**src/rtl/tvp_pkg.sv**
```systemverilog
package tvp_pkg;

  localparam int unsigned TICKS_PER_SECOND = 1000;
  localparam int unsigned GAIN_FRAC_BITS   = 8;

  localparam int unsigned GAIN_W     = 16;
  localparam int unsigned ERR_W      = 18;
  localparam int unsigned SUM_W      = 40;
  localparam int unsigned SUM_SPLIT  = 20;
  localparam int unsigned MUL_A_W    = 36;
  localparam int unsigned MUL_B_W    = 18;
  localparam int unsigned PROD_W     = MUL_A_W + MUL_B_W;
  localparam int unsigned DIV_NUM_W  = 58;
  localparam int unsigned DIV_DEN_W  = 34;
  localparam int unsigned QUO_W      = 18;
  localparam int unsigned QUO_CNT_W  = $clog2(QUO_W);

  // reciprocal of the tick rate for divisions by a constant
  localparam int unsigned RECIP_SH = 38;
  localparam int unsigned RECIP_W  = 29;
  localparam longint unsigned RECIP_L =
    ((64'd1 << RECIP_SH) + TICKS_PER_SECOND - 1) / TICKS_PER_SECOND;
  localparam logic [RECIP_W-1:0] RECIP = RECIP_W'(RECIP_L);
  localparam int unsigned VEL_W    = 32 + RECIP_W - RECIP_SH;
  localparam int unsigned OMAG_W   = DIV_NUM_W - GAIN_FRAC_BITS;
  localparam int unsigned OQ_W     = $clog2(32768 * TICKS_PER_SECOND);
  localparam int unsigned OQ_P_W   = OQ_W + RECIP_W;
  localparam int unsigned OQUO_W   = OQ_P_W - RECIP_SH;
  localparam logic [OMAG_W-1:0] DRIVE_LIM = OMAG_W'(64'd32768 * TICKS_PER_SECOND);

  localparam logic [GAIN_W-1:0] GAIN_P_RST = 16'd1075;
  localparam logic [GAIN_W-1:0] GAIN_I_RST = 16'd2560;
  localparam logic [GAIN_W-1:0] GAIN_D_RST = 16'd0;

  localparam logic [1:0] REG_GAIN_P = 2'd0;
  localparam logic [1:0] REG_GAIN_I = 2'd1;
  localparam logic [1:0] REG_GAIN_D = 2'd2;

  localparam logic OP_START = 1'b0;
  localparam logic OP_TICK  = 1'b1;

  localparam logic signed [MUL_B_W-1:0] TPS_MUL = MUL_B_W'(TICKS_PER_SECOND);

  localparam logic signed [ERR_W-1:0] ERR_MAX = {1'b0, {(ERR_W-1){1'b1}}};
  localparam logic signed [ERR_W-1:0] ERR_MIN = {1'b1, {(ERR_W-1){1'b0}}};
  localparam logic signed [SUM_W-1:0] SUM_MAX = {1'b0, {(SUM_W-1){1'b1}}};
  localparam logic signed [SUM_W-1:0] SUM_MIN = {1'b1, {(SUM_W-1){1'b0}}};

  typedef enum logic [1:0] {
    DIR_ZERO = 2'b00,
    DIR_POS  = 2'b01,
    DIR_NEG  = 2'b11
  } dir_e;

  typedef enum logic [4:0] {
    S_IDLE, S_LOAD,
    S_PLAN, S_ACCN, S_DECN, S_AD, S_VM2, S_VS2, S_VE2, S_SUMC, S_CTPS, S_DEN,
    S_GOA, S_WA, S_GOD, S_WD, S_GOC, S_WC,
    S_RAMP, S_GOV, S_WV, S_ERR, S_SUM, S_MD, S_MADD, S_MHI, S_MT, S_MFIN,
    S_GOO, S_WO, S_OUT
  } state_e;

  typedef enum logic [4:0] {
    DP_NONE,
    DP_PLAN, DP_ACCN, DP_DECN, DP_AD, DP_VM2, DP_VS2, DP_VE2, DP_SUMC, DP_CTPS,
    DP_DEN, DP_GOA, DP_WA, DP_GOD, DP_WD, DP_GOC, DP_WC,
    DP_RAMP, DP_GOV, DP_WV, DP_ERR, DP_SUM, DP_MD, DP_MADD, DP_MHI, DP_MT,
    DP_MFIN, DP_GOO, DP_WO, DP_OUT
  } dp_step_e;

  typedef struct packed {
    dp_step_e step;
    logic     load;
  } cmd_t;

  typedef struct packed {
    logic item_tick;
    logic div_busy;
    logic div_done;
  } status_t;

  typedef struct packed {
    logic [GAIN_W-1:0] p;
    logic [GAIN_W-1:0] i;
    logic [GAIN_W-1:0] d;
  } gains_t;

  typedef struct packed {
    logic               operation;
    logic signed [15:0] distance;
    logic [14:0]        start_speed;
    logic [14:0]        end_speed;
    logic [15:0]        peak_speed;
    logic [15:0]        acceleration;
    logic signed [15:0] measured_speed;
    logic signed [15:0] target_offset;
  } in_item_t;

  typedef struct packed {
    logic signed [15:0] drive;
    logic               motion_done;
  } out_item_t;

endpackage

```
**src/rtl/tvp_cfg.sv**
```systemverilog
module tvp_cfg (
  input  logic            clk_i,
  input  logic            rst_ni,
  input  logic            psel,
  input  logic            penable,
  input  logic            pwrite,
  input  logic [3:0]      paddr,
  input  logic [31:0]     pwdata,
  output logic [31:0]     prdata,
  output logic            pready,
  output tvp_pkg::gains_t gains_o
);
  import tvp_pkg::*;

  logic [GAIN_W-1:0] gain_p_q, gain_i_q, gain_d_q;
  logic              wr_en;

  assign pready = 1'b1;
  assign wr_en  = psel && penable && pwrite;

  always_ff @(posedge clk_i or negedge rst_ni) begin
    if (!rst_ni) begin
      gain_p_q <= GAIN_P_RST;
      gain_i_q <= GAIN_I_RST;
      gain_d_q <= GAIN_D_RST;
    end else if (wr_en) begin
      case (paddr[3:2])
        REG_GAIN_P: gain_p_q <= pwdata[GAIN_W-1:0];
        REG_GAIN_I: gain_i_q <= pwdata[GAIN_W-1:0];
        REG_GAIN_D: gain_d_q <= pwdata[GAIN_W-1:0];
        default: ;
      endcase
    end
  end

  always_comb begin
    case (paddr[3:2])
      REG_GAIN_P: prdata = 32'(gain_p_q);
      REG_GAIN_I: prdata = 32'(gain_i_q);
      REG_GAIN_D: prdata = 32'(gain_d_q);
      default:    prdata = '0;
    endcase
  end

  assign gains_o = '{p: gain_p_q, i: gain_i_q, d: gain_d_q};
endmodule

```
**config.mk**
```make
export PLATFORM = sky130hd
export DESIGN_NAME = tvp_cfg
export DESIGN_NICKNAME = d
export VERILOG_FILES = /design/src/rtl/tvp_pkg.sv /design/src/rtl/tvp_cfg.sv
export SDC_FILE = /design/constraint.sdc
export NUM_CORES = 1
export LEC_CHECK = 0
export BUFFER_PORTS_ARGS = -buffer_cell sky130_fd_sc_hd__buf_2
export CORE_ASPECT_RATIO = 0.5
export CORE_MARGIN = 2
export CORE_UTILIZATION = 26
export CTS_CLUSTER_DIAMETER = 80
export CTS_CLUSTER_SIZE = 12
export DETAILED_ROUTE_END_ITERATION = 10
export GPL_ROUTABILITY_DRIVEN = 0
export MAX_ROUTING_LAYER = met4
export PLACE_DENSITY_LB_ADDON = 0.08
export SYNTH_ARGS = -nofsm -noshare
export SYNTH_HDL_FRONTEND = slang
export SYNTH_SLANG_ARGS = --single-unit
```
**constraint.sdc**
```tcl
create_clock -name clk_i -period 1.05 [get_ports clk_i]
set_input_delay 0.105 -clock clk_i [delete_from_list [all_inputs] [get_ports clk_i]]
set_output_delay 0.105 -clock clk_i [all_outputs]
set_load 0.02 [all_outputs]
```
==> After elaboration in Yosys (flattened, before gate mapping) <==
Cells that the tools add are included.
Widths: inputs -> output; s select.
{ "word_totals": {"ff_bits": 48, "inputBits": 41} }
{ "classes": {"eq_ne": 2, "mux": 1, "n_reduce_logical": 6} }
{ "op_table": {"columns": ["operator", "count"], "rows": [
  ["$pmux 16 s3", 1],
  ["$reduce_and 2->1", 3],
  ["$eq 2x1->1 const B", 1],
  ["$eq 2x2->1 const B", 1],
  ["$logic_and 1x1->1", 2],
  ["$logic_not 2->1", 1]
]} }

==> Depth between registers and ports, before layout <==
{ "logic_depth": {"ltp_word": 3, "depth_mapped": 5} }

==> Worst setup path after synthesis <==
No wires, ideal clock.
{ "synth_path": {"path_type": "input to register", "startpoint": "input port paddr[3]", "endpoint": "register gain_d_q[10]", "setup_ns": 0.125, "arrival_time_ns": 1.208, "required_time_ns": 0.925, "setup_slack_ns": -0.283, "path_stages": 4, "n_path_buf": 2, "cell_sequence": "buf_2 nor3b_2 buf_4 mux2_2"} }
{ "synth_via": {"elab_chain_cells": 2} }
{ "synth_lines": {"columns": ["element", "line", "rtl"], "rows": [
  ["start: declaration", "tvp_cfg.sv:7", "input logic [3:0] paddr,"],
  ["$eq 2x2->1", "tvp_cfg.sv:27", "case (paddr[3:2])"],
  ["$reduce_and 2->1 (no line)", null, null],
  ["end signal: assignment", "tvp_cfg.sv:30", "REG_GAIN_D: gain_d_q <= pwdata[GAIN_W-1:0];"],
  ["end: declaration", "tvp_cfg.sv:15", "logic [GAIN_W-1:0] gain_p_q, gain_i_q, gain_d_q;"]
]} }
No other way between the ends.
A chain may end at the register's enable or synchronous reset.

==> Worst setup path after layout <==
{ "layout_path": {"startpoint": "register gain_p_q[0]", "endpoint": "output port prdata[0]"} }
{ "layout_via": {"elab_chain_cells": 1} }
{ "layout_lines": {"columns": ["element", "line", "rtl"], "rows": [
  ["start: declaration", "tvp_cfg.sv:15", null],
  ["start signal: assignment", "tvp_cfg.sv:28", "REG_GAIN_P: gain_p_q <= pwdata[GAIN_W-1:0];"],
  ["$pmux 16 s3", "tvp_cfg.sv:37", "case (paddr[3:2])"],
  ["end: declaration", "tvp_cfg.sv:9", "output logic [31:0] prdata,"]
]} }
No other way between the ends.

==> impl_metrics.py <==
metrics = {
    "synth": {
        "netlist-cell-type-count": 19,
        "yosysSeqAreaShare_pct": 51.68,
        "yosysWarnings": 0,
        "synth_cells": 178,
        "ys_ff_latch": 48,
        "yosysMostFrequentCell": "sky130_fd_sc_hd__dfrtp_1",
        "ys_top_cells_by_count": "sky130_fd_sc_hd__dfrtp_1, sky130_fd_sc_hd__mux2_2, sky130_fd_sc_hd__buf_4",
        "synth_compound_area_share_pct": 3.421,
        "synthDominantAreaCellType": "sky130_fd_sc_hd__dfrtp_1",
        "synthesis.area_per_instance_sq_um": 13.15,
        "synth_top_area_share_pct": 43.83,
        "synth_fa_ha_area_share_pct": 0,
        "yosys.area_share.simple_pct": 4.436,
        "proportion_of_synthesized_flip_flops_having_asynchronous_set_or_reset_pct": 100.0,
        "post_synth_main_area_contributors": "sky130_fd_sc_hd__dfrtp_1, sky130_fd_sc_hd__mux2_2, sky130_fd_sc_hd__dfstp_2",
        "post_synth_instance_area_sq_mm": 0.002341,
        "synth_top_family_by_area": "multiplexers",
        "muxShareOfSynthArea_pct": 31.53,
        "edff_count_synth": 0,
        "synth_ff_type": "sky130_fd_sc_hd__dfrtp_1",
        "synth_xor_area_share_pct": 0,
    },
    "route": {
        "drt.antenna.violating_nets": 0,
        "first_iter_violations": 37,
        "drt-wirelength-per-cell_microns": 16.57,
        "via_per_inst": 4.300,
        "drt-total-wl_microns": 7125,
        "drt_first_pass_iters": 4,
        "detail_route.drc_violations": 0,
        "vias": 1849,
    },
    "cells_and_area": {
        "antenna_cells_inserted": 0,
        "final_core_utilization_pct": 44.80,
        "post_route_cells_drive_above_1_share_pct": 69.33,
        "design.final.nets": 353,
        "ff_latch_area_sq_mm": 0.001210,
        "areaGrowthSynthToFinish_pct": 67.24,
        "area_taken_by_multi_input_logic_gates_sq_mm": 0.001154,
        "fillCellCount": 836,
    },
    "sta": {
        "slew_viol_final": 0,
        "timing_hold_violations_final": 0,
        "finalSetupViolations": 25,
        "clock.fmax_mhz": 766.3,
        "rsz0062_at_grt": "true",
        "fin_ws_ns": -0.2549,
        "post_route_minimum_period_ns": 1.305,
        "timing.setup.tns_ns": -3.368,
        "timing.clock.skew_ns": 0,
        "timing.hold.ws_ns": 0.07524,
        "timing.final.crit_share_pct": 124.3,
    },
    "worst_hold_path": {
        "hold_path_class": "input pin to flop",
        "worstHoldEndpoint": "gain_p_q[4]",
        "hold_path.startpoint": "pwdata[4]",
        "worst_hold_path.num_cells": 2,
    },
    "clock_tree": {
        "worstSkewPairLatency_ns": 0.29,
        "tritoncts_num_sinks": 48,
        "max-clock-path-buffers": 2,
        "cts-buffers-inserted": 5,
        "cts_tree": "built",
        "cts.reportedPaths.clkPinSlew_ns": 0.07,
        "cts_root_buf": "sky130_fd_sc_hd__clkbuf_16",
        "htreeDepth": 2,
    },
    "global_routing": {
        "grtUsageMet1_pct": 21.61,
        "gr_usage_total_pct": 14.95,
        "global_route.usage.met2_pct": 20.79,
        "via_count_of_the_first_global_routing_pass": 1879,
        "top_usage_layer": "met1",
        "grt_max_degree": 16,
        "antenna_found_initial": 0,
        "grt_first_pass_wirelength_microns": 10740,
        "grt_use_met3_pct": 3.859,
        "grt-ovfl-total": 0,
    },
    "power": {
        "p_switching_uw": 2628,
        "p_leak_uw": 0.001944,
        "power_frac_comb_pct": 43.1,
        "share_seq_of_total_power_pct": 33.9,
        "maximum_resistive_drop_on_vdd_mv": 0.7861,
        "power.clock.fraction_pct": 23.1,
        "internal_power_uw": 5316,
        "cellPowerDensity_mw_per_mm2": 2029,
        "p_sw_share_pct": 33.08,
    },
    "critical_path": {
        "r2r_cells": 3,
        "path_max_fanout": 2,
        "cp_data_arrival_time_ns": 1.20,
        "worst_ep_required_time_ns": 0.94,
        "worstSetupStartpointType": "flop",
        "crit-reg2reg-launch": "gain_i_q[6]",
        "crit_type": "flop to output pin",
        "worst_r2r_endpoint": "gain_i_q[6]",
        "rrSetupSlack_ns": 0.05,
        "critical_path.endpoint_type": "output pin",
    },
    "floorplanning": {
        "die-width_microns": 138.2,
        "placementRows": 24,
        "core_area_sq_mm": 0.008738,
        "ios": 122,
        "starting_density_pct": 26.79,
        "fp.dieArea_sq_mm": 0.009825,
        "vert_die_dim_microns": 71.10,
    },
    "job": {
        "drv.max_cap_violation_count": 0,
    },
    "run_status": {
        "violations": "setup timing",
        "outcome": "finished, violations left",
    },
    "place": {
        "pre_cts_slack_ns": -0.3127,
        "detailedPlacementHpwl_microns": 5011,
        "port-buffer-count": 86,
    },
}
[logic make-up after synthesis]
family	Yosys count
flip-flops	48
AO/OA/AOI/OAI	16
multiplexers	64
other	2
AND/OR/NAND/NOR	21
buffers and inverters	27
[registers in the layout, indices dropped and copies added, names as in the netlist]
name      count
gain_p_q     16
gain_i_q     16
gain_d_q     16
[stage by stage]
step           total power, uW  instance area, sq um  instances
2_1_floorplan             4264                  2555        193
3_3_place_gp              5186                  3186        395
3_5_place_dp              5207                  3186        395
4_1_cts                   7672                  3676        418
5_1_grt                   8313                  3915        430
6_report                  7945                  3915        430
[per-layer routing]
layer	wire [microns]	vias to the layer above
met5	0	-
li1	-	849
met4	51	0
met2	3151	64
met3	340	5
met1	3581	931
[how the worst max path moves through the flow]
stage | startpoint | end | slack [ns] | cells after the start
6_report | gain_p_q[0] | prdata[0] | -0.25 | 3
5_1_grt | gain_p_q[1] | prdata[1] | -0.31 | 3
4_1_cts | gain_p_q[0] | prdata[0] | -0.26 | 3
3_5_place_dp | penable | gain_i_q[7] | -0.31 | 5
3_3_place_gp | pwrite | gain_d_q[10] | -0.28 | 6
2_1_floorplan | paddr[3] | gain_i_q[10] | -0.24 | 5
[layout make-up]
cell class                 count  share of cell area, %
multi-input combinational    118                  29.47
tap                          117                  3.739
clock buffer                   7                  3.388
clock inverter                 1                 0.7670
sequential                    48                  30.90
timing repair buffer         139                  31.74
[what timing repair did]
item,in CTS,in global routing
setup buffers,14,19
setup endpoints to repair,24,43
endpoints found under the hold margin,11,0
pin swaps,0,3
gates resized for setup,73,42
cloned,0,1
hold buffers,1,0
[critical path, stage by stage (launching register included)]
cell,delay (ns)
sky130_fd_sc_hd__dfstp_2,0.54
sky130_fd_sc_hd__mux2i_1,0.09
sky130_fd_sc_hd__o21ai_1,0.13
sky130_fd_sc_hd__buf_4,0.15
[cell usage in the layout, fill, tap and decap left out, types with 7 or more instances in the layout]
master / n
sky130_fd_sc_hd__mux2_4: 34
sky130_fd_sc_hd__mux2_2: 14
sky130_fd_sc_hd__mux2i_1: 14
sky130_fd_sc_hd__o21ai_2: 10
sky130_fd_sc_hd__dfrtp_1: 41
sky130_fd_sc_hd__dfstp_2: 7
sky130_fd_sc_hd__buf_2: 49
sky130_fd_sc_hd__buf_4: 25
sky130_fd_sc_hd__nand2_1: 15
sky130_fd_sc_hd__buf_12: 7
sky130_fd_sc_hd__conb_1: 17
sky130_fd_sc_hd__buf_6: 55
[power by group through the flow]
| stage | combinational [uW] | clock (uW) | sequential, uW |
|---|---|---|---|
| after floorplan | 1070 | 0 | 3200 |
| after global placement | 2480 | 0 | 2710 |
| after detailed placement | 2510 | 0 | 2700 |
| after CTS | 3130 | 1880 | 2660 |
| after global routing | 3610 | 1960 | 2750 |
| final | 3420 | 1830 | 2690 |
Note: power is estimated with default switching activity, not from simulation.
