**config.mk**
```make
export PLATFORM = sky130hd
export DESIGN_NAME = tvp_ctrl
export DESIGN_NICKNAME = d
export VERILOG_FILES = /design/src/rtl/tvp_pkg.sv /design/src/rtl/tvp_ctrl.sv
export SDC_FILE = /design/constraint.sdc
export NUM_CORES = 1
export LEC_CHECK = 0
export ABC_CLOCK_PERIOD_IN_PS = 2500
export BUFFER_PORTS_ARGS = -buffer_cell sky130_fd_sc_hd__buf_2
export CAP_MARGIN = 25
export CORE_AREA = 2 2 39 41
export DETAILED_ROUTE_END_ITERATION = 7
export DIE_AREA = 0 0 41 43
export PLACE_DENSITY = 0.79
export SYNTH_ARGS = -nofsm -noshare
export SYNTH_HDL_FRONTEND = slang
export SYNTH_SLANG_ARGS = --single-unit
export TNS_END_PERCENT = 10
```
**constraint.sdc**
```tcl
create_clock -name clk_i -period 2.5 [get_ports clk_i]
set_clock_uncertainty 0.1 [all_clocks]
set_input_delay 0.375 -clock clk_i [delete_from_list [all_inputs] [get_ports clk_i]]
set_output_delay 0.375 -clock clk_i [all_outputs]
set_load 0.05 [all_outputs]
```
**src/rtl/tvp_pkg.sv**
```systemverilog
package tvp_pkg;

  localparam int unsigned TICKS_PER_SECOND = 1000;
  localparam int unsigned GAIN_FRAC_BITS   = 8;

  localparam int unsigned GAIN_W     = 16;
  localparam int unsigned ERR_W      = 18;
  localparam int unsigned SUM_W      = 40;
  localparam int unsigned SUM_SPLIT  = 20;
  localparam int unsigned MUL_A_W    = 36;
  localparam int unsigned MUL_B_W    = 18;
  localparam int unsigned PROD_W     = MUL_A_W + MUL_B_W;
  localparam int unsigned DIV_NUM_W  = 58;
  localparam int unsigned DIV_DEN_W  = 34;
  localparam int unsigned QUO_W      = 18;
  localparam int unsigned QUO_CNT_W  = $clog2(QUO_W);

  // reciprocal of the tick rate for divisions by a constant
  localparam int unsigned RECIP_SH = 38;
  localparam int unsigned RECIP_W  = 29;
  localparam longint unsigned RECIP_L =
    ((64'd1 << RECIP_SH) + TICKS_PER_SECOND - 1) / TICKS_PER_SECOND;
  localparam logic [RECIP_W-1:0] RECIP = RECIP_W'(RECIP_L);
  localparam int unsigned VEL_W    = 32 + RECIP_W - RECIP_SH;
  localparam int unsigned OMAG_W   = DIV_NUM_W - GAIN_FRAC_BITS;
  localparam int unsigned OQ_W     = $clog2(32768 * TICKS_PER_SECOND);
  localparam int unsigned OQ_P_W   = OQ_W + RECIP_W;
  localparam int unsigned OQUO_W   = OQ_P_W - RECIP_SH;
  localparam logic [OMAG_W-1:0] DRIVE_LIM = OMAG_W'(64'd32768 * TICKS_PER_SECOND);

  localparam logic [GAIN_W-1:0] GAIN_P_RST = 16'd1075;
  localparam logic [GAIN_W-1:0] GAIN_I_RST = 16'd2560;
  localparam logic [GAIN_W-1:0] GAIN_D_RST = 16'd0;

  localparam logic [1:0] REG_GAIN_P = 2'd0;
  localparam logic [1:0] REG_GAIN_I = 2'd1;
  localparam logic [1:0] REG_GAIN_D = 2'd2;

  localparam logic OP_START = 1'b0;
  localparam logic OP_TICK  = 1'b1;

  localparam logic signed [MUL_B_W-1:0] TPS_MUL = MUL_B_W'(TICKS_PER_SECOND);

  localparam logic signed [ERR_W-1:0] ERR_MAX = {1'b0, {(ERR_W-1){1'b1}}};
  localparam logic signed [ERR_W-1:0] ERR_MIN = {1'b1, {(ERR_W-1){1'b0}}};
  localparam logic signed [SUM_W-1:0] SUM_MAX = {1'b0, {(SUM_W-1){1'b1}}};
  localparam logic signed [SUM_W-1:0] SUM_MIN = {1'b1, {(SUM_W-1){1'b0}}};

  typedef enum logic [1:0] {
    DIR_ZERO = 2'b00,
    DIR_POS  = 2'b01,
    DIR_NEG  = 2'b11
  } dir_e;

  typedef enum logic [4:0] {
    S_IDLE, S_LOAD,
    S_PLAN, S_ACCN, S_DECN, S_AD, S_VM2, S_VS2, S_VE2, S_SUMC, S_CTPS, S_DEN,
    S_GOA, S_WA, S_GOD, S_WD, S_GOC, S_WC,
    S_RAMP, S_GOV, S_WV, S_ERR, S_SUM, S_MD, S_MADD, S_MHI, S_MT, S_MFIN,
    S_GOO, S_WO, S_OUT
  } state_e;

  typedef enum logic [4:0] {
    DP_NONE,
    DP_PLAN, DP_ACCN, DP_DECN, DP_AD, DP_VM2, DP_VS2, DP_VE2, DP_SUMC, DP_CTPS,
    DP_DEN, DP_GOA, DP_WA, DP_GOD, DP_WD, DP_GOC, DP_WC,
    DP_RAMP, DP_GOV, DP_WV, DP_ERR, DP_SUM, DP_MD, DP_MADD, DP_MHI, DP_MT,
    DP_MFIN, DP_GOO, DP_WO, DP_OUT
  } dp_step_e;

  typedef struct packed {
    dp_step_e step;
    logic     load;
  } cmd_t;

  typedef struct packed {
    logic item_tick;
    logic div_busy;
    logic div_done;
  } status_t;

  typedef struct packed {
    logic [GAIN_W-1:0] p;
    logic [GAIN_W-1:0] i;
    logic [GAIN_W-1:0] d;
  } gains_t;

  typedef struct packed {
    logic               operation;
    logic signed [15:0] distance;
    logic [14:0]        start_speed;
    logic [14:0]        end_speed;
    logic [15:0]        peak_speed;
    logic [15:0]        acceleration;
    logic signed [15:0] measured_speed;
    logic signed [15:0] target_offset;
  } in_item_t;

  typedef struct packed {
    logic signed [15:0] drive;
    logic               motion_done;
  } out_item_t;

endpackage

```
**src/rtl/tvp_ctrl.sv**
```systemverilog
module tvp_ctrl (
  input  logic             clk_i,
  input  logic             rst_ni,
  input  logic             in_valid_i,
  output logic             in_ready_o,
  output logic             out_valid_o,
  input  logic             out_ready_i,
  input  tvp_pkg::status_t status_i,
  output tvp_pkg::cmd_t    cmd_o
);
  import tvp_pkg::*;

  state_e state_q, state_d;
  logic   out_valid_q, out_free, in_xfer;

  assign out_free = !out_valid_q || out_ready_i;
  assign in_xfer  = in_valid_i && in_ready_o;

  always_comb begin
    state_d = state_q;
    case (state_q)
      S_IDLE: if (in_valid_i) state_d = S_LOAD;
      S_LOAD: state_d = status_i.item_tick ? S_RAMP : S_PLAN;
      S_PLAN: state_d = S_ACCN;
      S_ACCN: state_d = S_DECN;
      S_DECN: state_d = S_AD;
      S_AD:   state_d = S_VM2;
      S_VM2:  state_d = S_VS2;
      S_VS2:  state_d = S_VE2;
      S_VE2:  state_d = S_SUMC;
      S_SUMC: state_d = S_CTPS;
      S_CTPS: state_d = S_DEN;
      S_DEN:  state_d = S_GOA;
      S_GOA:  state_d = S_WA;
      S_WA:   if (status_i.div_done) state_d = S_GOD;
      S_GOD:  state_d = S_WD;
      S_WD:   if (status_i.div_done) state_d = S_GOC;
      S_GOC:  state_d = S_WC;
      S_WC:   if (status_i.div_done) state_d = S_IDLE;
      S_RAMP: state_d = S_GOV;
      S_GOV:  state_d = S_WV;
      S_WV:   state_d = S_ERR;
      S_ERR:  state_d = S_SUM;
      S_SUM:  state_d = S_MD;
      S_MD:   state_d = S_MADD;
      S_MADD: state_d = S_MHI;
      S_MHI:  state_d = S_MT;
      S_MT:   state_d = S_MFIN;
      S_MFIN: state_d = S_GOO;
      S_GOO:  state_d = S_WO;
      S_WO:   state_d = S_OUT;
      S_OUT:  if (out_free) state_d = S_IDLE;
      default: state_d = S_IDLE;
    endcase
  end

  always_comb begin
    cmd_o.load = in_xfer;
    case (state_q)
      S_PLAN: cmd_o.step = DP_PLAN;
      S_ACCN: cmd_o.step = DP_ACCN;
      S_DECN: cmd_o.step = DP_DECN;
      S_AD:   cmd_o.step = DP_AD;
      S_VM2:  cmd_o.step = DP_VM2;
      S_VS2:  cmd_o.step = DP_VS2;
      S_VE2:  cmd_o.step = DP_VE2;
      S_SUMC: cmd_o.step = DP_SUMC;
      S_CTPS: cmd_o.step = DP_CTPS;
      S_DEN:  cmd_o.step = DP_DEN;
      S_GOA:  cmd_o.step = DP_GOA;
      S_WA:   cmd_o.step = DP_WA;
      S_GOD:  cmd_o.step = DP_GOD;
      S_WD:   cmd_o.step = DP_WD;
      S_GOC:  cmd_o.step = DP_GOC;
      S_WC:   cmd_o.step = DP_WC;
      S_RAMP: cmd_o.step = DP_RAMP;
      S_GOV:  cmd_o.step = DP_GOV;
      S_WV:   cmd_o.step = DP_WV;
      S_ERR:  cmd_o.step = DP_ERR;
      S_SUM:  cmd_o.step = DP_SUM;
      S_MD:   cmd_o.step = DP_MD;
      S_MADD: cmd_o.step = DP_MADD;
      S_MHI:  cmd_o.step = DP_MHI;
      S_MT:   cmd_o.step = DP_MT;
      S_MFIN: cmd_o.step = DP_MFIN;
      S_GOO:  cmd_o.step = DP_GOO;
      S_WO:   cmd_o.step = DP_WO;
      S_OUT:  cmd_o.step = out_free ? DP_OUT : DP_NONE;
      default: cmd_o.step = DP_NONE;
    endcase
  end

  always_ff @(posedge clk_i or negedge rst_ni) begin
    if (!rst_ni) begin
      state_q     <= S_IDLE;
      out_valid_q <= 1'b0;
    end else begin
      state_q <= state_d;
      if (state_q == S_OUT && out_free) begin
        out_valid_q <= 1'b1;
      end else if (out_ready_i) begin
        out_valid_q <= 1'b0;
      end
    end
  end

  assign in_ready_o  = (state_q == S_IDLE);
  assign out_valid_o = out_valid_q;

  a_div_start_idle: assert property (@(posedge clk_i) disable iff (!rst_ni)
    (state_q == S_GOA || state_q == S_GOD || state_q == S_GOC) |-> !status_i.div_busy)
    else $error("divider started while busy");

  a_div_done_waiting: assert property (@(posedge clk_i) disable iff (!rst_ni)
    status_i.div_done |-> (state_q == S_WA || state_q == S_WD || state_q == S_WC))
    else $error("divider finished outside a wait state");

  a_out_from_out_state: assert property (@(posedge clk_i) disable iff (!rst_ni)
    $rose(out_valid_q) |-> $past(state_q == S_OUT))
    else $error("result raised outside output state");

  a_accept_leaves_idle: assert property (@(posedge clk_i) disable iff (!rst_ni)
    in_xfer |=> (state_q == S_LOAD))
    else $error("accepted item not loaded");
endmodule

```
# Word level (Yosys, flattened, before mapping)
# Cells that the tools add are included.
# op_classes
eq_ne,35
muxes,11
reduce_logical,7
# ops
operator,n
5-bit case mux with 31 select lines,1
5-bit case mux with 29 select lines,1
"5-bit == test, second input constant",15
"5-bit by 4-bit == test with 1-bit output, second input constant",8
5-bit two-way mux,7
"5-bit by 3-bit == test with 1-bit output, second input constant",4
"5-bit by 2-bit == test with 1-bit output, second input constant",2
"2-bit inequality test, second input constant",5
"5-bit by 1-bit == test with 1-bit output, second input constant",1
5-bit zero test,1
5-bit AND reduction,1
1-bit logical AND,2
1-bit two-way mux,2
2-bit nonzero test,1
1-bit zero test,1
1-bit logical OR,1
# word_totals
regBits,6
input_bits,7
output_inout_bits,8
word_cells,55

# Depth between registers and ports, before layout
# Gate-level depths: netlist of the first run.
# logic_depth
depth_word,4
depth_mapped,6
depth_no_buf,4

# Worst setup path after synthesis of the first run
# No wires, ideal clock.
# synth_path
kind,register to output
startpoint,register state_q[2]
endpoint,output port cmd_o[4] in the netlist's numbering
t_arrival_ns,2.113
slack_ns,-0.088
path_stages_with_launch,5
n_path_buf,1
path_cell_list,dfrtp_1 buf_2 nor4b_1 a31oi_1 o21ai_0
# synth_rtl
item,line,text
from (decl),tvp_ctrl.sv:13,"state_e state_q, state_d;"
from (signal assigned),tvp_ctrl.sv:98,state_q <= state_d;
to (decl),tvp_ctrl.sv:9,output tvp_pkg::cmd_t cmd_o

==> impl_metrics.py, run 1 <==
metrics = {
    "run_status": {
        "status": "finished clean",
    },
    "routing": {
        "antenna_left": 0,
        "via_per_inst": 6.080,
        "post_drt_wl_per_cell_um": 14.23,
        "drt_iter0_markers": 11,
        "wl_um": 1423,
        "num_vias": 608,
        "detailed_route_drc_error_count": 0,
        "drt_pass1_iterations": 4,
    },
    "timing": {
        "maxSlewHeadroom_pct": 68.54,
        "post-route-period-util_pct": 91.09,
        "finalHoldWorstSlack_ps": 367.8,
        "fin_ws_ps": 222.7,
        "grt_setup_unrepaired": "false",
        "finalHoldViolations": 0,
        "setup_viol_count_final": 0,
        "worst-slew-pin-transition_ps": 465.4,
        "min_period_ps": 2277,
        "fmax_ghz": 0.4391,
        "fin_tns_setup_ps": 0,
        "maxSlewViolCount": 0,
    },
    "final_layout": {
        "finish.cell_count_without_fillers": 100,
        "post_route_cells_drive_above_1_share_pct": 38.10,
        "areaGrowthSynthToFinish_pct": 11.69,
        "ff_latch_area_um2": 150.1,
        "layout.cells.most_common_list": "sky130_fd_sc_hd__buf_2 (13), sky130_fd_sc_hd__o21ai_0 (9), sky130_fd_sc_hd__nand2_1 (7)",
        "num-fill-cells": 132,
        "mostFrequentLayoutCell": "sky130_fd_sc_hd__buf_2",
        "antenna_cells": 0,
        "multiInputGateArea_um2": 387.9,
        "num-nets-final": 93,
    },
    "logic_synthesis": {
        "ys_seq_area_share_pct": 24.19,
        "yosysWarnings": 0,
        "synthesized_area_um2": 620.6,
        "yosys.area_share.adder_pct": 0,
        "main_combinational_cell_family_by_area_after_synthesis": "simple AND/OR/NAND/NOR gates",
        "synth_xor_area_share_pct": 0,
        "synth.area.top_cells": "sky130_fd_sc_hd__dfrtp_1 (24%), sky130_fd_sc_hd__mux2_4 (9.7%), sky130_fd_sc_hd__o21ai_0 (8.1%)",
        "number_of_unique_standard_cell_types_used_by_synthesis": 32,
        "synth.top_cell.area_share_pct": 24.19,
        "synthCells": 72,
        "number_of_enable_type_register_cells_in_the_synthesized_netlist": 0,
        "synthesis_stage_register_bit_count": 6,
        "synthSimpleGateAreaFrac_pct": 27.42,
        "yosysTopAreaCell": "sky130_fd_sc_hd__dfrtp_1",
        "synth_compound_area_share_pct": 25.40,
        "yosys-mux-area-fraction_pct": 9.677,
        "synth_flop_cell": "sky130_fd_sc_hd__dfrtp_1",
        "synth-async-reset-ratio_pct": 100.0,
        "syn-mean-instance-area_um2": 8.619,
        "synth_nets": 79,
    },
    "clocking": {
        "root_buf_cell": "sky130_fd_sc_hd__clkbuf_4",
        "tritoncts.num_buffers": 3,
        "ctsHtreeMaxLevel": 1,
        "ctsLongestPathBuffers": 2,
        "clock_latency_ps": 260,
        "setup_repair_bufs_after_cts": 0,
        "tritoncts_clock_tree": "built",
        "clock_sinks": 6,
        "cts.clk_slew.worst_paths_ps": 50,
    },
    "critical_path": {
        "master_of_the_slowest_instance_on_the_critical_path": "sky130_fd_sc_hd__dfrtp_1",
        "path_max_fanout": 12,
        "crit_path_max_incr_delay_ps": 500,
        "worst-endpoint-arrival_ps": 1800,
        "timing.critical_path.to_type": "primary output",
        "critical_path.cell_chain": "or2_1 -> nor3_1 -> a21oi_1 -> a31oi_1 -> buf_2",
        "cp_data_required_time_ps": 2030,
        "crit_path_leading_delay_family": "simple AND/OR/NAND/NOR gates",
        "criticalPathCategory": "flip-flop to primary output",
        "path_buf_inv": 1,
        "worstSetupStartpointType": "flip-flop",
    },
    "floorplanning": {
        "core.rowCount": 14,
        "io-pin-count": 15,
        "floorplan.die_area_mm2": 0.001763,
        "die_h_um": 43,
        "start_util_pct": 44.85,
        "coreArea_mm2": 0.001384,
        "die_width_um": 41,
    },
    "global_route": {
        "grt_pass1_wl_um": 2228,
        "grt.overflow.total": 0,
        "grt_start_max_net_pins": 16,
        "number_of_global_route_vias_before_repair": 504,
        "groute.usage.overall_pct": 18.87,
        "number_of_antenna_violations_at_the_first_check_in_global_routing": 0,
    },
    "placed_design": {
        "dp.cells": 96,
        "detailedPlacementHpwl_um": 937.8,
        "gp_congestion": 0.7925,
        "dpl_worst_slack_ps": 476.4,
        "io_buffers": 13,
    },
    "worst_hold_path": {
        "holdCritPathClass": "primary input to async pin",
    },
    "run": {
        "max-cap-violations": 0,
    },
}
-- worst paths after layout --
path                            start           to  slack [ps]  cells after the start
max                        state_q[1]     cmd_o[3]         220                      5
max reg2reg                state_q[2]   state_q[4]         460                      4
max in group asynchronous      rst_ni   state_q[4]        1780                      2
min                            rst_ni  out_valid_o         370                      2
min reg2reg                state_q[0]  out_valid_o         620                      2
min in group clk_i         in_valid_i   state_q[0]         440                      4
-- final cells by class --
cell class,instances,share of cell area (%)
clock buffer,3,3.249
tap,16,2.888
timing repair buffer,18,15.16
inverter,2,1.083
multi-input combinational,55,55.96
sequential,6,21.66
-- logic make-up after synthesis --
kind of cell	count (synthesis)
flip-flops	6
AND/OR/NAND/NOR	28
buffers and inverters	11
AO/OA/AOI/OAI	23
multiplexers	4
-- state kept, by name, indices dropped and copies added, names as in the netlist --
signal	count
state_q	5
out_valid_o	1
-- synthesized netlist by cell type (3+ instances only) --
library cell / number
sky130_fd_sc_hd__dfrtp_1: 6
sky130_fd_sc_hd__buf_4: 3
sky130_fd_sc_hd__nand2_1: 7
sky130_fd_sc_hd__o22ai_1: 3
sky130_fd_sc_hd__nor2_1: 4
sky130_fd_sc_hd__a21oi_1: 3
sky130_fd_sc_hd__o21ai_0: 10
sky130_fd_sc_hd__mux2_4: 4
-- metal layers --
metal	part of all wire, %	track usage (%)	up-vias
met1	42	23.53	285
met3	6.7	3.141	6
met5	0	0	-
met4	3.1	12.00	0
li1	-	-	286
met2	48	28.44	31
-- what timing repair did --
action                                 4_1_cts  5_1_grt
resized for setup                            0        0
hold buffers                                 1        0
endpoints found under the hold margin        6        0
-- stage by stage --
stage,area (um^2),util [%]
floorplan,620.6,-
detailed placement,660.6,47.74
global route,693.2,50.09
global placement,660.6,47.74
CTS,693.2,50.09
finish,693.2,50.09
Power of run 1 is not shown: default switching activity piles up to over one toggle a cycle in this logic, so the estimate is an artifact.
==> run 2: changes to the inputs <==
ABC_CLOCK_PERIOD_IN_PS = 2100   (was 2500)
BUFFER_PORTS_ARGS = -buffer_cell sky130_fd_sc_hd__buf_4   (was -buffer_cell sky130_fd_sc_hd__buf_2)
MAX_ROUTING_LAYER = met4   (was not set)
clock period = 2.1 ns   (was 2.5 ns; I/O delays follow)
==> run 2 against run 1 <==
  * Utilization grew 4.7 points
  * Highest routed layer unchanged
  * Clock-buffer cell count did not move
  * Sequential cell count stayed put
==> impl_metrics.py, run 2 (same netlist as run 1, synthesis figures left out) <==
metrics = {
    "timing": {
        "worst-slew-pin-transition_ps": 406.0,
        "setup_viol_count_final": 0,
        "maxSlewHeadroom_pct": 72.87,
        "post-route-period-util_pct": 96.47,
        "fin_tns_setup_ps": 0,
        "maxSlewViolCount": 0,
        "fmax_ghz": 0.4936,
        "finalHoldViolations": 0,
        "fin_ws_ps": 74.04,
        "min_period_ps": 2026,
        "grt_setup_unrepaired": "false",
    },
    "final_layout": {
        "num-nets-final": 95,
        "layout.cells.most_common_list": "sky130_fd_sc_hd__buf_4 (19), sky130_fd_sc_hd__o21ai_0 (9), sky130_fd_sc_hd__nand2_1 (7)",
        "areaGrowthSynthToFinish_pct": 22.18,
        "postLayoutCoreUtil_pct": 54.79,
        "mostFrequentLayoutCell": "sky130_fd_sc_hd__buf_4",
        "post_route_cells_drive_above_1_share_pct": 45.35,
        "final_design_area_no_fill_um2": 758.2,
        "largest_reg_by_ff_count": "state_q",
        "number_of_flip_flops_in_the_largest_register": 5,
        "antenna_cells": 0,
    },
    "run_status": {
        "status": "finished clean",
    },
    "global_route": {
        "number_of_antenna_violations_at_the_first_check_in_global_routing": 0,
        "number_of_global_route_vias_before_repair": 522,
        "grt.overflow.total": 0,
        "grt_pass1_wl_um": 2242,
        "grt_start_max_net_pins": 16,
        "groute.usage.overall_pct": 19.07,
    },
    "floorplanning": {
        "core.rowCount": 14,
        "die_width_um": 41,
        "die_h_um": 43,
        "coreArea_mm2": 0.001384,
        "start_util_pct": 44.85,
        "io-pin-count": 15,
        "floorplan.die_area_mm2": 0.001763,
    },
    "critical_path": {
        "crit_end": "cmd_o[3]",
        "timing.reg2reg.setup_slack_ps": 160,
        "worstSetupStartpointType": "flip-flop",
        "cp_data_required_time_ps": 1680,
        "timing.critical_path.to_type": "primary output",
        "path_max_fanout": 12,
        "worst-endpoint-arrival_ps": 1610,
        "r2r-start": "state_q[2]",
        "critical_path.reg2reg.endpoint": "state_q[4]",
        "critPathLaunch": "state_q[1]",
        "criticalPathCategory": "flip-flop to primary output",
        "r2r.worst_path.cells": 4,
    },
    "clocking": {
        "tritoncts_clock_tree": "built",
        "tritoncts.num_buffers": 3,
        "root_buf_cell": "sky130_fd_sc_hd__clkbuf_4",
        "cts.clk_slew.worst_paths_ps": 50,
        "ctsLongestPathBuffers": 2,
        "ctsHtreeMaxLevel": 1,
        "clock_latency_ps": 250,
        "clock_sinks": 6,
        "setup_repair_bufs_after_cts": 0,
    },
    "worst_hold_path": {
        "holdCritPathClass": "primary input to async pin",
    },
    "routing": {
        "drt_pass1_iterations": 4,
        "num_vias": 578,
        "post_drt_wl_per_cell_um": 13.63,
        "detailed_route_drc_error_count": 0,
        "via_per_inst": 5.667,
        "wl_um": 1390,
        "antenna_left": 0,
        "drt_iter0_markers": 3,
    },
    "placed_design": {
        "gp_congestion": 0.8343,
        "placedInstanceArea_um2": 710.7,
        "dpl_worst_slack_ps": 180.5,
        "io_buffers": 13,
        "detailedPlacementHpwl_um": 1007,
    },
    "run": {
        "max-cap-violations": 0,
    },
}
==> run 2: worst max-delay path, stage by stage (launching register included) <==
cell,delay (ps)
sky130_fd_sc_hd__dfrtp_2,490
sky130_fd_sc_hd__or2_4,300
sky130_fd_sc_hd__nor3_2,160
sky130_fd_sc_hd__a21oi_1,50
sky130_fd_sc_hd__a31oi_1,140
sky130_fd_sc_hd__buf_4,220
==> run 2: per-layer routing <==
layer  up-vias  part of all wire, %  global-route usage [%]
li1        289                    -                       -
met1       273                   45                   23.95
met2        14                   50                   28.44
met3         2                  3.6                   1.571
met4         0                  1.5                   11.33
met5         -                    0                       -
==> run 2: final cells by class <==
type	count	area, um^2
clock buffers	3	22.52
inverters	2	7.507
multi-input cells	55	404.1
repair buffers	20	152.6
fillers	140	625.6
flip-flops and latches	6	151.4
well taps	16	20.02
==> run 2: worst min path at each step <==
stage / slack [ps] / end / depth (start not counted)
after floorplan: -80 / out_valid_o / 0
after global placement: 20 / out_valid_o / 1
after detailed placement: 30 / out_valid_o / 1
after CTS: 300 / state_q[1] / 2
after global routing: 310 / state_q[2] / 2
final: 310 / state_q[1] / 2
==> run 2: repair_timing <==
item / in CTS / in global routing
pin swaps: 0 / 0
resized for setup: 1 / 3
hold buffers: 1 / 0
endpoints found under the hold margin: 6 / 0
setup endpoints to repair: 1 / 3
==> run 2: through the flow <==
step	cells	hold WS, ps
floorplan	72	-80.59
global placement	98	24.55
detailed placement	98	26.98
CTS	102	304.7
global route	102	313.4
finish	102	306.5
Power of run 2 is left out for the same reason.
==> run 3: changes to the inputs <==
SETUP_SLACK_MARGIN = 0.15   (was not set)
==> run 3 against run 2 <==
  * Sequential cell count did not move
  * Cell count rose by 5.9%
  * First-iteration DRC count rose to 6.0 times the previous value
  * Global-route usage fell by 1.2 points
  * Wire length fell by 1.6%
  * Clock-buffer cell count did not move
  * Sequential share of layout area fell by 1.9 points
  * Via count rose by 4.3%
  * Register-to-register slack improved by 50 ps
  * Fmax rose by 6.3%
  * Non-clock buffer count rose by 6
  * Utilization rose by 6.4 points
  * Critical path type unchanged
  * Highest routed layer unchanged
==> impl_metrics.py, run 3 (same netlist as run 1, synthesis figures left out) <==
metrics = {
    "clocking": {
        "root_buf_cell": "sky130_fd_sc_hd__clkbuf_4",
        "ctsLongestPathBuffers": 2,
        "ctsHtreeMaxLevel": 1,
        "clock_sinks": 6,
        "tritoncts_clock_tree": "built",
        "clock_latency_ps": 240,
        "tritoncts.num_buffers": 3,
        "cts.clk_slew.worst_paths_ps": 50,
    },
    "placed_design": {
        "io_buffers": 13,
        "gp_congestion": 0.7989,
        "placedInstanceArea_um2": 728.2,
        "detailedPlacementHpwl_um": 966.9,
    },
    "run": {
        "max-cap-violations": 0,
    },
    "final_layout": {
        "layout.cells.most_common_list": "sky130_fd_sc_hd__buf_4 (22), sky130_fd_sc_hd__o21ai_0 (9), sky130_fd_sc_hd__nand2_1 (6)",
        "number_of_flip_flops_in_the_largest_register": 5,
        "final_design_area_no_fill_um2": 847.1,
        "num-fill-cells": 130,
        "mostFrequentLayoutCell": "sky130_fd_sc_hd__buf_4",
        "post_route_cells_drive_above_1_share_pct": 54.35,
        "areaGrowthSynthToFinish_pct": 36.49,
        "num-nets-final": 101,
        "antenna_cells": 0,
        "postLayoutCoreUtil_pct": 61.21,
        "largest_reg_by_ff_count": "state_q",
    },
    "timing": {
        "finalHoldViolations": 0,
        "post-route-period-util_pct": 90.72,
        "worst-slew-pin-transition_ps": 401.1,
        "fin_tns_setup_ps": 0,
        "maxSlewViolCount": 0,
        "fmax_ghz": 0.5249,
        "maxSlewHeadroom_pct": 73.20,
        "setup_viol_count_final": 0,
        "grt_setup_unrepaired": "true",
        "min_period_ps": 1905,
    },
    "floorplanning": {
        "start_util_pct": 44.85,
        "coreArea_mm2": 0.001384,
        "die_width_um": 41,
        "io-pin-count": 15,
        "floorplan.die_area_mm2": 0.001763,
        "core.rowCount": 14,
        "die_h_um": 43,
    },
    "routing": {
        "antenna_left": 0,
        "num_vias": 603,
        "drt_iter0_markers": 18,
        "wl_um": 1368,
        "via_per_inst": 5.583,
        "detailed_route_drc_error_count": 0,
        "post_drt_wl_per_cell_um": 12.67,
        "drt_pass1_iterations": 4,
    },
    "global_route": {
        "number_of_global_route_vias_before_repair": 529,
        "grt_pass1_wl_um": 2111,
        "number_of_antenna_violations_at_the_first_check_in_global_routing": 0,
        "groute.usage.overall_pct": 17.91,
        "grt_start_max_net_pins": 16,
        "grt.overflow.total": 0,
    },
    "critical_path": {
        "worst-endpoint-arrival_ps": 1490,
        "timing.reg2reg.setup_slack_ps": 210,
        "critical_path.reg2reg.endpoint": "state_q[3]",
        "r2r-start": "state_q[3]",
        "path_max_fanout": 7,
        "criticalPathCategory": "flip-flop to primary output",
        "r2r.worst_path.cells": 4,
        "timing.critical_path.to_type": "primary output",
        "worstSetupStartpointType": "flip-flop",
        "cp_data_required_time_ps": 1680,
    },
    "worst_hold_path": {
        "holdCritPathClass": "primary input to async pin",
    },
    "run_status": {
        "status": "finished clean",
    },
}
[run 3: cell types whose count changed in the layout (fill, tap and decap cells not counted), sizes merged]
cell	change
buf	+6
[run 3: what timing repair did]
| item | CTS | global route |
|---|---|---|
| hold buffers | 1 | 0 |
| setup buffers | 0 | 5 |
| pin swaps | 0 | 3 |
| endpoints found under the hold margin | 6 | 0 |
| setup endpoints to repair | 4 | 4 |
| gates resized for setup | 5 | 7 |
[run 3: stage by stage]
step           instances  hold slack [ps]  worst slack [ps]
3_3_place_gp          99            23.73             226.6
2_1_floorplan         72           -80.59             16.59
3_5_place_dp          99            24.62             195.7
5_1_grt              108            324.9             116.4
6_report             108            320.5             194.9
4_1_cts              103            319.2             112.3
[run 3: cell type report]
cell class / instances / area, um^2 / area share (%)
Multi-Input combinational cell: 55 / 435.4 / 51.40
Timing Repair Buffer: 26 / 209.0 / 24.67
Sequential cell: 6 / 152.6 / 18.02
Clock buffer: 3 / 22.52 / 2.659
Tap cell: 16 / 20.02 / 2.363
Inverter: 2 / 7.507 / 0.8863
[run 3: worst max-delay path, cell delays in order, from the launching register on]
cell                      delay, ps
sky130_fd_sc_hd__dfrtp_2        440
sky130_fd_sc_hd__buf_4          160
sky130_fd_sc_hd__nor4b_4        280
sky130_fd_sc_hd__a31oi_1         80
sky130_fd_sc_hd__o21ai_2        130
sky130_fd_sc_hd__buf_6          170
[run 3: worst max-delay path by stage]
stage                     slack (ps)       start         end  cells past startpoint
after floorplan                   20  state_q[3]    cmd_o[0]                      5
after CTS                        110  state_q[1]    cmd_o[3]                      5
after global routing             120  state_q[1]    cmd_o[4]                      5
final                            190  state_q[1]    cmd_o[4]                      5
after detailed placement         200  state_q[2]  state_q[3]                      5
after global placement           230  state_q[2]  state_q[1]                      5
[run 3: layer usage]
metal / vias up / global-route usage, % / part of all wire, %
met5: - / - / 0
met4: 0 / 8.000 / 0.95
met3: 2 / 3.141 / 3.2
met2: 15 / 28.13 / 49
met1: 284 / 21.31 / 47
li1: 302 / - / -
Power of run 3 is left out for the same reason.
